[config.mk]
export PLATFORM = sky130hd
export DESIGN_NAME = linear_scan_min_priority_queue_top_flat
export DESIGN_NICKNAME = d
export VERILOG_FILES = /design/src/rtl/lsmpq_pkg.sv /design/src/rtl/lsmpq_if.sv /design/src/rtl/linear_scan_min_priority_queue_top.sv /design/src/rtl/lsmpq_store.sv /design/src/flat_wrapper.sv
export VERILOG_INCLUDE_DIRS = /design/src /design/src/rtl
export SDC_FILE = /design/constraint.sdc
export NUM_CORES = 2
export LEC_CHECK = 0
export BUFFER_PORTS_ARGS = -buffer_cell sky130_fd_sc_hd__buf_2
export CELL_PAD_IN_SITES_DETAIL_PLACEMENT = 1
export CELL_PAD_IN_SITES_GLOBAL_PLACEMENT = 1
export CORE_ASPECT_RATIO = 1.4
export CORE_UTILIZATION = 40
export CTS_CLUSTER_SIZE = 14
export DETAILED_ROUTE_END_ITERATION = 10
export MAX_ROUTING_LAYER = met4
export PLACE_DENSITY = 0.69
export SETUP_SLACK_MARGIN = 0.05
export SLEW_MARGIN = 20
export SYNTH_ARGS = -nofsm -noshare
export SYNTH_HDL_FRONTEND = slang
export SYNTH_SLANG_ARGS = --single-unit
[constraint.sdc]
create_clock -name clock -period 7.25 [get_ports clock]
set_clock_uncertainty 0.05 [all_clocks]
set_input_delay 0.725 -clock clock [delete_from_list [all_inputs] [get_ports clock]]
set_output_delay 0.725 -clock clock [all_outputs]
set_load 0.01 [all_outputs]
[src/rtl/linear_scan_min_priority_queue_top_macros.svh]
// Assertion macros shared by the frontier queue RTL.
// Needs nothing else; included by the files that carry assertions.
`ifndef LINEAR_SCAN_MIN_PRIORITY_QUEUE_TOP_MACROS_SVH
`define LINEAR_SCAN_MIN_PRIORITY_QUEUE_TOP_MACROS_SVH

// Same-cycle implication, checked on the rising clock edge outside reset.
`define LSMPQ_ASSERT_NOW(label, clk, rst, ante, cons, msg) \
   label: assert property (@(posedge clk) disable iff (rst) (ante) |-> (cons)) \
      else $error(msg);

// Next-cycle implication, checked on the rising clock edge outside reset.
`define LSMPQ_ASSERT_NEXT(label, clk, rst, ante, cons, msg) \
   label: assert property (@(posedge clk) disable iff (rst) (ante) |=> (cons)) \
      else $error(msg);

`endif

[src/rtl/lsmpq_pkg.sv]
// Shared types, sizes and codes for the frontier queue.
// No dependencies; used by the interfaces, the entry store and the top level.
package lsmpq_pkg;

   // Sizes
   localparam int DEPTH      = 64;
   localparam int BOARD_BITS = 36;
   localparam int BOARD_W    = 36;  // port width of the board fields
   localparam int KEY_W      = 8;
   localparam int ADDR_W     = $clog2(DEPTH);
   localparam int CNT_W      = $clog2(DEPTH + 1);
   localparam int WIDE_W     = (BOARD_BITS > BOARD_W) ? BOARD_BITS : BOARD_W;
   localparam logic [CNT_W-1:0] DEPTH_CNT = CNT_W'(DEPTH);

   // Request codes
   typedef enum logic [1:0] {
      REQ_PUSH     = 2'd0,
      REQ_POP      = 2'd1,
      REQ_CONTAINS = 2'd2
   } req_code_type;

   // Status codes
   localparam logic [1:0] STATUS_OK    = 2'd0;
   localparam logic [1:0] STATUS_EMPTY = 2'd1;
   localparam logic [1:0] STATUS_FULL  = 2'd2;

   // One stored entry
   typedef struct packed {
      logic [KEY_W-1:0]      key;
      logic [BOARD_BITS-1:0] board;
   } entry_type;

   // Write port of the entry store
   typedef struct packed {
      logic              en;
      logic [ADDR_W-1:0] addr;
      entry_type         data;
   } store_wr_type;

   // Port board code to stored width (upper bits dropped)
   function automatic logic [BOARD_BITS-1:0] to_store(input logic [BOARD_W-1:0] b);
      logic [WIDE_W-1:0] wide;
      wide = WIDE_W'(b);
      return wide[BOARD_BITS-1:0];
   endfunction

   // Stored board code back to port width (zero extended)
   function automatic logic [BOARD_W-1:0] from_store(input logic [BOARD_BITS-1:0] s);
      logic [WIDE_W-1:0] wide;
      wide = WIDE_W'(s);
      return wide[BOARD_W-1:0];
   endfunction

endpackage

[src/rtl/lsmpq_if.sv]
// Valid/ready channel interfaces for requests and responses.
// Depends on lsmpq_pkg for field widths.
interface lsmpq_req_if;
   logic                             valid;
   logic                             ready;
   logic [1:0]                       req_type;
   logic [lsmpq_pkg::BOARD_W-1:0]    board_code;
   logic [lsmpq_pkg::KEY_W-1:0]      entry_key;

   modport source (output valid, req_type, board_code, entry_key, input ready);
   modport sink   (input valid, req_type, board_code, entry_key, output ready);
endinterface

interface lsmpq_rsp_if;
   logic                             valid;
   logic                             ready;
   logic [lsmpq_pkg::BOARD_W-1:0]    out_board;
   logic [lsmpq_pkg::KEY_W-1:0]      out_key;
   logic                             found;
   logic [1:0]                       status;
   logic                             now_empty;

   modport source (output valid, out_board, out_key, found, status, now_empty,
                   input ready);
   modport sink   (input valid, out_board, out_key, found, status, now_empty,
                   output ready);
endinterface

[src/rtl/linear_scan_min_priority_queue_top.sv]
// Frontier queue: entries kept in insertion order in one single-port-read
// memory. A push, a pop or a contains on an empty store and an unused request
// go straight from the request to the result state. A contains query reads
// every stored entry; a pop reads every stored entry and then moves the
// entries behind the removed one down by one place: the memory delivers one
// entry per cycle, first for the scan and then, on a pop, for the move. The
// result may wait for rsp_bus.ready, and no new request is taken until the
// current one has loaded its result.
// Depends on lsmpq_pkg, the channel interfaces, lsmpq_store and the macro header.
`include "linear_scan_min_priority_queue_top_macros.svh"

module linear_scan_min_priority_queue_top (
   input  logic          clock,
   input  logic          reset,
   lsmpq_req_if.sink     req_bus,
   lsmpq_rsp_if.source   rsp_bus
);

   localparam int ADDR_W = lsmpq_pkg::ADDR_W;
   localparam int CNT_W  = lsmpq_pkg::CNT_W;

   typedef enum logic [1:0] {S_IDLE, S_SCAN, S_SHIFT, S_DONE} state_type;

   state_type                        state_ff, state_in;
   logic [CNT_W-1:0]                 count_ff, count_in;
   logic [1:0]                       op_ff, op_in;
   logic [lsmpq_pkg::BOARD_BITS-1:0] board_ff, board_in;
   logic [CNT_W-1:0]                 rd_ptr_ff, rd_ptr_in;
   logic                             rd_vld_ff, rd_vld_in;
   logic [ADDR_W-1:0]                rd_idx_ff, rd_idx_in;
   logic [ADDR_W-1:0]                best_idx_ff, best_idx_in;
   lsmpq_pkg::entry_type             best_ff, best_in;
   logic                             found_ff, found_in;
   logic [1:0]                       status_ff, status_in;
   logic                             rsp_valid_ff, rsp_valid_in;
   logic [lsmpq_pkg::BOARD_W-1:0]    rsp_board_ff, rsp_board_in;
   logic [lsmpq_pkg::KEY_W-1:0]      rsp_key_ff, rsp_key_in;
   logic                             rsp_found_ff, rsp_found_in;
   logic [1:0]                       rsp_status_ff, rsp_status_in;
   logic                             rsp_empty_ff, rsp_empty_in;

   logic                    accept;
   logic                    rsp_free;
   logic                    rd_issue;
   logic                    pop_ok;
   lsmpq_pkg::store_wr_type wr_req;
   lsmpq_pkg::entry_type    rd_data;

   lsmpq_store u_store (
      .clock   (clock),
      .wr_req  (wr_req),
      .rd_addr (rd_ptr_ff[ADDR_W-1:0]),
      .rd_data (rd_data)
   );

   // Handshake
   assign req_bus.ready = (state_ff == S_IDLE);
   assign accept        = req_bus.valid && req_bus.ready;
   assign rsp_free      = !rsp_valid_ff || rsp_bus.ready;
   assign rd_issue      = ((state_ff == S_SCAN) || (state_ff == S_SHIFT))
                          && (rd_ptr_ff < count_ff);
   assign pop_ok        = (op_ff == lsmpq_pkg::REQ_POP) && (status_ff == lsmpq_pkg::STATUS_OK);

   assign rsp_bus.valid     = rsp_valid_ff;
   assign rsp_bus.out_board = rsp_board_ff;
   assign rsp_bus.out_key   = rsp_key_ff;
   assign rsp_bus.found     = rsp_found_ff;
   assign rsp_bus.status    = rsp_status_ff;
   assign rsp_bus.now_empty = rsp_empty_ff;

   // Next-state and datapath
   always_comb begin
      state_in      = state_ff;
      count_in      = count_ff;
      op_in         = op_ff;
      board_in      = board_ff;
      rd_ptr_in     = rd_ptr_ff;
      rd_vld_in     = 1'b0;
      rd_idx_in     = rd_ptr_ff[ADDR_W-1:0];
      best_idx_in   = best_idx_ff;
      best_in       = best_ff;
      found_in      = found_ff;
      status_in     = status_ff;
      rsp_valid_in  = rsp_valid_ff && !rsp_bus.ready;
      rsp_board_in  = rsp_board_ff;
      rsp_key_in    = rsp_key_ff;
      rsp_found_in  = rsp_found_ff;
      rsp_status_in = rsp_status_ff;
      rsp_empty_in  = rsp_empty_ff;
      wr_req        = '0;

      case (state_ff)
         S_IDLE: begin
            if (accept) begin
               op_in     = req_bus.req_type;
               board_in  = lsmpq_pkg::to_store(req_bus.board_code);
               found_in  = 1'b0;
               status_in = lsmpq_pkg::STATUS_OK;
               rd_ptr_in = '0;
               state_in  = S_DONE;
               if (req_bus.req_type == lsmpq_pkg::REQ_PUSH) begin
                  if (count_ff == lsmpq_pkg::DEPTH_CNT) begin
                     status_in = lsmpq_pkg::STATUS_FULL;
                  end else begin
                     // append at the tail
                     wr_req.en         = 1'b1;
                     wr_req.addr       = count_ff[ADDR_W-1:0];
                     wr_req.data.key   = req_bus.entry_key;
                     wr_req.data.board = lsmpq_pkg::to_store(req_bus.board_code);
                     count_in          = count_ff + CNT_W'(1);
                  end
               end else if (req_bus.req_type == lsmpq_pkg::REQ_POP) begin
                  if (count_ff == '0) begin
                     status_in = lsmpq_pkg::STATUS_EMPTY;
                  end else begin
                     state_in = S_SCAN;
                  end
               end else if (req_bus.req_type == lsmpq_pkg::REQ_CONTAINS) begin
                  if (count_ff != '0) begin
                     state_in = S_SCAN;
                  end
               end
            end
         end
         S_SCAN: begin
            // stream reads, one entry per cycle
            if (rd_issue) begin
               rd_ptr_in = rd_ptr_ff + CNT_W'(1);
               rd_vld_in = 1'b1;
            end
            if (rd_vld_ff) begin
               if (op_ff == lsmpq_pkg::REQ_POP) begin
                  // strict compare keeps the earliest entry on a tie
                  if ((rd_idx_ff == '0) || (rd_data.key < best_ff.key)) begin
                     best_idx_in = rd_idx_ff;
                     best_in     = rd_data;
                  end
               end else if (rd_data.board == board_ff) begin
                  found_in = 1'b1;
               end
            end
            if (!rd_issue && !rd_vld_ff) begin
               if (op_ff == lsmpq_pkg::REQ_POP) begin
                  rd_ptr_in = CNT_W'(best_idx_ff) + CNT_W'(1);
                  state_in  = S_SHIFT;
               end else begin
                  state_in = S_DONE;
               end
            end
         end
         S_SHIFT: begin
            // move each entry behind the removed one down by one place
            if (rd_issue) begin
               rd_ptr_in = rd_ptr_ff + CNT_W'(1);
               rd_vld_in = 1'b1;
            end
            if (rd_vld_ff) begin
               wr_req.en   = 1'b1;
               wr_req.addr = rd_idx_ff - ADDR_W'(1);
               wr_req.data = rd_data;
            end
            if (!rd_issue && !rd_vld_ff) begin
               count_in = count_ff - CNT_W'(1);
               state_in = S_DONE;
            end
         end
         S_DONE: begin
            // load the output register once it is free
            if (rsp_free) begin
               rsp_valid_in  = 1'b1;
               rsp_board_in  = pop_ok ? lsmpq_pkg::from_store(best_ff.board) : '0;
               rsp_key_in    = pop_ok ? best_ff.key : '0;
               rsp_found_in  = found_ff;
               rsp_status_in = status_ff;
               rsp_empty_in  = (count_ff == '0);
               state_in      = S_IDLE;
            end
         end
         default: begin
            state_in = S_IDLE;
         end
      endcase
   end

   // State and registered outputs
   always_ff @(posedge clock) begin
      if (reset) begin
         state_ff     <= S_IDLE;
         count_ff     <= '0;
         rd_vld_ff    <= 1'b0;
         rsp_valid_ff <= 1'b0;
      end else begin
         state_ff     <= state_in;
         count_ff     <= count_in;
         rd_vld_ff    <= rd_vld_in;
         rsp_valid_ff <= rsp_valid_in;
      end
      op_ff         <= op_in;
      board_ff      <= board_in;
      rd_ptr_ff     <= rd_ptr_in;
      rd_idx_ff     <= rd_idx_in;
      best_idx_ff   <= best_idx_in;
      best_ff       <= best_in;
      found_ff      <= found_in;
      status_ff     <= status_in;
      rsp_board_ff  <= rsp_board_in;
      rsp_key_ff    <= rsp_key_in;
      rsp_found_ff  <= rsp_found_in;
      rsp_status_ff <= rsp_status_in;
      rsp_empty_ff  <= rsp_empty_in;
   end

   // Checks
   `LSMPQ_ASSERT_NOW(a_count_bound, clock, reset, 1'b1,
      count_ff <= lsmpq_pkg::DEPTH_CNT, "entry count above depth")
   `LSMPQ_ASSERT_NOW(a_shift_wr_in_range, clock, reset, (state_ff == S_SHIFT) && wr_req.en,
      (CNT_W'(wr_req.addr) + CNT_W'(1)) < count_ff, "shift writes outside stored entries")
   `LSMPQ_ASSERT_NOW(a_rd_vld_in_walk, clock, reset, rd_vld_ff,
      (state_ff == S_SCAN) || (state_ff == S_SHIFT), "read data pending outside a walk")
   `LSMPQ_ASSERT_NEXT(a_push_grows, clock, reset,
      accept && (req_bus.req_type == lsmpq_pkg::REQ_PUSH) && (count_ff != lsmpq_pkg::DEPTH_CNT),
      count_ff == ($past(count_ff) + CNT_W'(1)), "push did not grow the store")

endmodule

[src/rtl/lsmpq_store.sv]
// Entry store: one write port, one read port, registered read data.
// Depends on lsmpq_pkg for the entry and write-port types.
module lsmpq_store (
   input  logic                            clock,
   input  lsmpq_pkg::store_wr_type         wr_req,
   input  logic [lsmpq_pkg::ADDR_W-1:0]    rd_addr,
   output lsmpq_pkg::entry_type            rd_data
);

   lsmpq_pkg::entry_type mem_ff [lsmpq_pkg::DEPTH];
   lsmpq_pkg::entry_type rd_data_ff;

   // Write port
   always_ff @(posedge clock) begin
      if (wr_req.en) begin
         mem_ff[wr_req.addr] <= wr_req.data;
      end
   end

   // Read port, registered
   always_ff @(posedge clock) begin
      rd_data_ff <= mem_ff[rd_addr];
   end

   assign rd_data = rd_data_ff;

endmodule

[src/flat_wrapper.sv]
// flat-port wrapper written by rule: the top's interface ports become plain ports
module linear_scan_min_priority_queue_top_flat 
  (clock, reset, req_bus_valid, req_bus_req_type, req_bus_board_code, req_bus_entry_key, req_bus_ready, rsp_bus_valid, rsp_bus_out_board, rsp_bus_out_key, rsp_bus_found, rsp_bus_status, rsp_bus_now_empty, rsp_bus_ready);
  lsmpq_req_if req_bus_i ();
  lsmpq_rsp_if rsp_bus_i ();
  input  logic clock;
  input  logic reset;
  input wire logic [$bits(req_bus_i.valid)-1:0] req_bus_valid;
  input wire logic [$bits(req_bus_i.req_type)-1:0] req_bus_req_type;
  input wire logic [$bits(req_bus_i.board_code)-1:0] req_bus_board_code;
  input wire logic [$bits(req_bus_i.entry_key)-1:0] req_bus_entry_key;
  output wire logic [$bits(req_bus_i.ready)-1:0] req_bus_ready;
  output wire logic [$bits(rsp_bus_i.valid)-1:0] rsp_bus_valid;
  output wire logic [$bits(rsp_bus_i.out_board)-1:0] rsp_bus_out_board;
  output wire logic [$bits(rsp_bus_i.out_key)-1:0] rsp_bus_out_key;
  output wire logic [$bits(rsp_bus_i.found)-1:0] rsp_bus_found;
  output wire logic [$bits(rsp_bus_i.status)-1:0] rsp_bus_status;
  output wire logic [$bits(rsp_bus_i.now_empty)-1:0] rsp_bus_now_empty;
  input wire logic [$bits(rsp_bus_i.ready)-1:0] rsp_bus_ready;
  assign req_bus_i.valid = req_bus_valid;
  assign req_bus_i.req_type = req_bus_req_type;
  assign req_bus_i.board_code = req_bus_board_code;
  assign req_bus_i.entry_key = req_bus_entry_key;
  assign req_bus_ready = req_bus_i.ready;
  assign rsp_bus_valid = rsp_bus_i.valid;
  assign rsp_bus_out_board = rsp_bus_i.out_board;
  assign rsp_bus_out_key = rsp_bus_i.out_key;
  assign rsp_bus_found = rsp_bus_i.found;
  assign rsp_bus_status = rsp_bus_i.status;
  assign rsp_bus_now_empty = rsp_bus_i.now_empty;
  assign rsp_bus_i.ready = rsp_bus_ready;
  linear_scan_min_priority_queue_top u_core (.clock(clock), .reset(reset), .req_bus(req_bus_i), .rsp_bus(rsp_bus_i));
endmodule
# [Word-level counts from Yosys, hierarchy flattened]
# Memories as Yosys holds them, arrays and structs flattened. A register that Yosys moved wholly into a read port is not among the register bits.
# Cells that the tools add are included.
[op_classes] n_lt_le_gt_ge=2 reduce_logical=30 eq_ne=17 addsub=5 n_bitwise=1 n_mux=40
[ops] operator="two-way mux 51 bit" n=4
[ops] operator="one-hot mux 51 bit (2 select lines)" n=1
[ops] operator="two-way mux 7 bit" n=8
[ops] operator="equality test 36 bit" n=1
[ops] operator="two-way mux 2 bit" n=12
[ops] operator="one-hot mux 7 bit (3 select lines)" n=1
[ops] operator="adder 7 x 1 -> 7 bit (second input constant)" n=2
[ops] operator="!= test 2 bit (second input constant)" n=7
[ops] operator="one-hot mux 7 bit (2 select lines)" n=1
[ops] operator="two-way mux 1 bit" n=11
[ops] operator="AND reduction 5 bit" n=2
[ops] operator="less-than comparator 8 bit" n=1
[ops] operator="one-hot mux 2 bit (4 select lines)" n=1
[ops] operator="AND reduction 4 bit" n=2
[ops] operator="adder 6 x 1 -> 7 bit (second input constant)" n=1
[ops] operator="equality test 7 bit (second input constant)" n=1
[ops] operator="zero test 7 bit" n=1
[ops] operator="less-than comparator 7 bit" n=1
[ops] operator="nonzero test 7 bit" n=1
[ops] operator="subtractor 7 x 1 -> 7 bit (second input constant)" n=1
[ops] operator="equality test 2 x 1 -> 1 bit (second input constant)" n=3
[ops] operator="equality test 2 bit (second input constant)" n=3
[ops] operator="zero test 2 bit" n=3
[ops] operator="zero test 6 bit" n=1
[ops] operator="11 further kinds" n=25
[word_totals] word_cells=114 input_bits=50 register_bits=163 output_inout_bits=50 ramBits=2816 n_memories=1
[memory_table] memory="u_core.u_store.mem_ff" depth=64 width=44 read_ports=1 rd_clocked_by_memory_dff=1 write_ports=1 line_no="lsmpq_store.sv:10" source="lsmpq_pkg::entry_type mem_ff [lsmpq_pkg::DEPTH];"

# [Depth between registers and ports, before layout]
[depth] word_depth=7 depth_mapped=11 ltp_nobuf=9

# [Hierarchy]
# A second synthesis with hierarchy kept.
[unflattened] cells_unflattened=5088 area_unflattened_um2=114748.8
[by_module_without_submodules] module="lsmpq_store" cells_per_inst=4547 n_inst=1 area_per_inst_um2=107359.2 seq_area_each_um2=85441.9
[by_module_without_submodules] module="linear_scan_min_priority_queue_top" cells_per_inst=541 n_inst=1 area_per_inst_um2=7389.6 seq_area_each_um2=4724.5

# [Worst setup path before layout]
# No wires, ideal clock.
[synth_path] kind="input -> register" start="input req_bus_req_type[1]" end="memory u_core.u_store.mem_ff[44][0] in the netlist's numbering (enable)" setup_slack_ps=2767 t_arrival_ps=3987 setup_ps=446 path_stages=6 path_cell_list="or2_1 -> a311oi_2 -> mux2i_1 -> o32ai_1 -> nand3_1 -> nor2_1"
[synth_via] elab_chain_cells=6
[synth_rtl] element="start, declared" line_no="flat_wrapper.sv:9" source="input wire logic [$bits(req_bus_i.req_type)-1:0] req_bus_req_type;"
[synth_rtl] element="zero test 2 bit *" line_no="linear_scan_min_priority_queue_top.sv:101" source="if (req_bus.req_type == lsmpq_pkg::REQ_PUSH) begin"
[synth_rtl] element="two-way mux 51 bit *" line_no="linear_scan_min_priority_queue_top.sv:101"
[synth_rtl] element="two-way mux 51 bit *" line_no="linear_scan_min_priority_queue_top.sv:94" source="if (accept) begin"
[synth_rtl] element="one-hot mux 51 bit (2 select lines) *" line_no="linear_scan_min_priority_queue_top.sv:92" source="case (state_ff)"
[synth_rtl] element="two-way mux 1 bit" line_no="lsmpq_store.sv:15" source="if (wr_req.en) begin"
[synth_rtl] element="two-way mux 1 bit (implied by the code)" line_no="lsmpq_store.sv:16" source="mem_ff[wr_req.addr] <= wr_req.data;"
[synth_rtl] element="end, declared" line_no="lsmpq_store.sv:10"
# Mark *: on every way between the ends. The rest lies on a longest branch, timed or not.

# [Worst setup path after layout]
[layout_path] start="register u_core.state_ff[0]" end="memory u_core.u_store.mem_ff[59][26] in the netlist's numbering (enable)"
[layout_via] elab_chain_cells=6
[layout_rtl] element="start, declared" line_no="linear_scan_min_priority_queue_top.sv:24" source="state_type state_ff, state_in;"
[layout_rtl] element="start signal, assigned" line_no="linear_scan_min_priority_queue_top.sv:193" source="state_ff <= state_in;"
[layout_rtl] element="zero test 2 bit" line_no="linear_scan_min_priority_queue_top.sv:57, linear_scan_min_priority_queue_top.sv:92"
[layout_rtl] element="logical AND 1 bit" line_no="linear_scan_min_priority_queue_top.sv:58" source="assign accept = req_bus.valid && req_bus.ready;"
[layout_rtl] element="two-way mux 51 bit" line_no="linear_scan_min_priority_queue_top.sv:94"
[layout_rtl] element="one-hot mux 51 bit (2 select lines) *" line_no="linear_scan_min_priority_queue_top.sv:92"
[layout_rtl] element="two-way mux 1 bit" line_no="lsmpq_store.sv:15"
[layout_rtl] element="two-way mux 1 bit (implied by the code)" line_no="lsmpq_store.sv:16"
# Marks and branches as above.

==> load_flow_metrics.sql <==
INSERT INTO impl_metrics (metric_group, metric, value, unit) VALUES
('outcome', 'outcome', 'completed', ''),
('timing', 'grt_setup_unrepaired', 'false', ''),
('worst_setup_path', 'reg2reg_from', 'u_core.state_ff[0]', ''),
('hold_path', 'type_of_the_tightest_min_delay_check', 'input pin to flop', ''),
('cts', 'cts_num_sinks', '3023', ''),
('timing', 'timing.fmax', '193', 'MHz'),
('logic_synthesis', 'synth_top_cell_area_share', '0.769', ''),
('timing', 'finalCritPeriodShare', '0.715', ''),
('placement', 'numPlacedInstances', '8948', ''),
('power', 'power_report.internal_total', '33.7', 'mW'),
('global_routing', 'pin_count_of_the_biggest_net_entering_global_routing', '105', ''),
('logic_synthesis', 'dominantRegCellSynth', 'edfxtp_1', ''),
('power', 'netSwitchingPower', '15.7', 'mW'),
('global_routing', 'grt_pass1_wl', '449', 'mm'),
('logic_synthesis', 'ys_seq_area_frac', '0.780', ''),
('timing', 'drv_slew', '0', ''),
('power', 'power.combinational.fraction', '0.288', ''),
('cts', 'clock_tree.root_cell', 'clkbuf_16', ''),
('power', 'leakage', '41.6', 'nW'),
('cts', 'worst_setup_hold_path_clk_slew', '0.06', 'ns'),
('power', 'switching_share', '0.318', ''),
('global_routing', 'grt_antenna_before_repair', '15', ''),
('logic_synthesis', 'async_reset_ff_frac', '0', ''),
('logic_synthesis', 'post_syn_instances', '5169', ''),
('cts', 'clock_insertion_delay_worst_skew', '0.87', 'ns'),
('placement', 'dpl.hpwl', '198', 'mm'),
('finish', 'drive_above_1_share', '0.267', ''),
('cts', 'numCtsBuffers', '286', ''),
('power', 'power_density', '377', 'nW/um2'),
('power', 'max-vdd-ir-drop', '0.000235', 'V'),
('finish', 'areaGrowthSynthToFinish', '13.4', '%'),
('timing', 'final_tns_setup', '0', 'ns'),
('worst_setup_path', 'flop_to_flop_setup_slack', '2.07', 'ns'),
('drt', 'drtPass1Iterations', '5', ''),
('timing', 'timing.final.crit_period', '5.18', 'ns'),
('finish', 'layout.core_utilization', '0.456', ''),
('finish', 'most_used_cells_in_the_layout_excluding_fill_and_tap_cells', 'edfxtp_1 (2962), mux4_2 (723), clkbuf_16 (298)', ''),
('worst_setup_path', 'crit_path_max_fanout', '49', ''),
('logic_synthesis', 'ys_ff_latch', '3023', ''),
('power', 'power.clock.fraction', '0.296', ''),
('worst_setup_path', 'required', '7.69', 'ns'),
('power', 'seqPwrFrac', '0.417', ''),
('timing', 'finalSetupViolations', '0', ''),
('global_routing', 'grt_overflow', '0', ''),
('worst_setup_path', 'worst_setup_path_endpoint', 'u_core.u_store.mem_ff[59][26]', ''),
('global_routing', 'grtUsageTotal', '0.222', ''),
('worst_setup_path', 'setup_crit_end_kind', 'flop', ''),
('hold_path', 'worstHoldStart', 'req_bus_board_code[35]', ''),
('worst_setup_path', 'timing.critical_path.arrival', '5.63', 'ns'),
('logic_synthesis', 'synth_area', '116000', 'um2'),
('worst_setup_path', 'timing.critical_path.from', 'u_core.state_ff[0]', ''),
('cts', 'ctsResizeCount', '0', ''),
('floorplanning', 'design.die.area', '291000', 'um2'),
('logic_synthesis', 'synthDistinctLibCells', '68', ''),
('global_routing', 'via_count_of_the_first_global_routing_pass', '58700', ''),
('floorplanning', 'floorplan.core_area', '288000', 'um2'),
('finish', 'final_nets', '5584', ''),
('drt', 'finalWirelength', '317', 'mm'),
('drt', 'detailroute.via_count', '56100', ''),
('logic_synthesis', 'ys_top_cells_by_area', 'edfxtp_1 (77%), mux4_2 (14%), mux2i_1 (1.6%)', ''),
('drt', 'vias_per_cell', '5.92', ''),
('logic_synthesis', 'synth_edf_count', '2962', ''),
('worst_setup_path', 'reg2reg_depth', '9', ''),
('worst_setup_path', 'worstSetupStartpointType', 'flop', ''),
('placement', 'portBuffers', '99', ''),
('timing', 'timing.max_slew.rel_slack', '0.194', ''),
('logic_synthesis', 'mappedNetlistNets', '5246', ''),
('floorplanning', 'placementRows', '233', ''),
('logic_synthesis', 'syn-mean-instance-area', '22.4', 'um2'),
('flow_run', 'maxCapViolations', '0', ''),
('power', 'finalPower', '49.4', 'mW');
[cell families (layout without fill, tap and decap cells)]
group,count (synthesis),in the layout,synth area share
AOI/OAI and AO/OA,441,441,0.0271
xor gates and xnor gates,51,51,0.00386
adders and majority gates,27,27,0.00299
buffers and inverters,298,842,0.0129
DFF,3023,3023,0.780
muxes,910,910,0.157
other,0,4,0
and+or+nand+nor,419,419,0.0165
[worst max-delay path, cell delays in order (launching register included)]
cell,delay [ns]
dfxtp_1,0.34
inv_1,0.16
ha_1,0.70
and2_2,0.29
buf_4,0.51
a22o_1,0.40
and2_1,0.20
nand2_1,0.52
nor2_4,1.07
buf_4,0.49
[metal layers]
metal | part of all wire | vias up | GRT usage
li1 | - | 22500 | -
met1 | 0.38 | 30600 | 0.277
met2 | 0.51 | 2597 | 0.374
met3 | 0.071 | 480 | 0.0316
met4 | 0.036 | 0 | 0.0734
met5 | 0 | - | -
[area by class of cell]
class                      instances  area, um2
fill                           25900     157000
sequential                      3023      90200
multi-input combinational       1848      24800
clock buffer                     392       7940
tap                             3760       4700
timing repair buffer             318       2440
clock inverter                   102        931
inverter                          30        120
antenna                            4       10.0
[flip-flops by register name, summed over array words and instances, names as in the netlist, 6 cells and up]
register / flops
u_core.rd_idx_ff: 6
u_core.best_ff: 44
u_core.best_idx_ff: 6
u_core.u_store.rd_data: 44
u_core.rsp_bus.out_board: 36
u_core.rsp_bus.out_key: 8
u_core.rd_ptr_ff: 7
u_core.count_ff: 7
u_core.board_ff: 36
u_core.u_store.mem_ff: 2816
[worst min path at each step]
stage	end	slack (ns)	depth (start not counted)
2_1_floorplan	u_core.rd_idx_ff[2]	0.32	0
3_3_place_gp	u_core.rsp_bus.found	0.36	0
3_5_place_dp	u_core.rsp_bus.found	0.36	0
4_1_cts	u_core.op_ff[0]	0.0002	1
5_1_grt	u_core.board_ff[30]	0.02	1
6_report	u_core.board_ff[35]	0.05	1
[through the flow]
stage / setup WS, ns / instance area [um2]
final: 2.07 / 131000
after global routing: 1.78 / 131000
after CTS: 2.01 / 131000
after detailed placement: 2.08 / 122000
after global placement: 2.19 / 122000
after floorplan: 2.77 / 116000
[power groups by stage]
stage               clock network (mW)  registers (mW)  logic [mW]
floorplan                            0            20.6        8.77
global placement                     0            20.9        13.9
detailed placement                   0            20.9        14.1
CTS                               14.8            20.6        14.2
global route                      15.3            20.6        14.7
finish                            14.6            20.6        14.2
[repair_timing]
action                                 4_1_cts  5_1_grt
endpoints found under the hold margin       29        0
hold buffers                                29        0
buffers inserted                             0        0
[synthesized netlist by cell type (4+ instances only)]
library cell and number:
a2111oi_0 25, nand2_1 121, o21ai_0 67, a211o_1 23, buf_2 88, o211ai_1 13
mux4_2 723, nand3b_1 4, o31ai_1 9, a31o_2 7, xnor2_1 17, xor2_1 34
or2_2 4, a221oi_1 22, buf_4 30, o32ai_1 14, a22o_1 49, a31oi_1 17
nor2b_1 8, nand4_1 6, and2_1 45, ha_1 26, a22oi_1 14, buf_1 16
inv_1 27, o22ai_1 49, nor2_1 151, mux2i_1 185, buf_6 20, nand2b_1 12
edfxtp_1 2962, clkbuf_1 114, nor3_1 18, a21oi_1 67, dfxtp_1 61, a211oi_1 13
nand3_1 21, nor4_1 16, a21o_1 8, o221ai_1 17
Note: power is estimated with default switching activity, not from simulation.
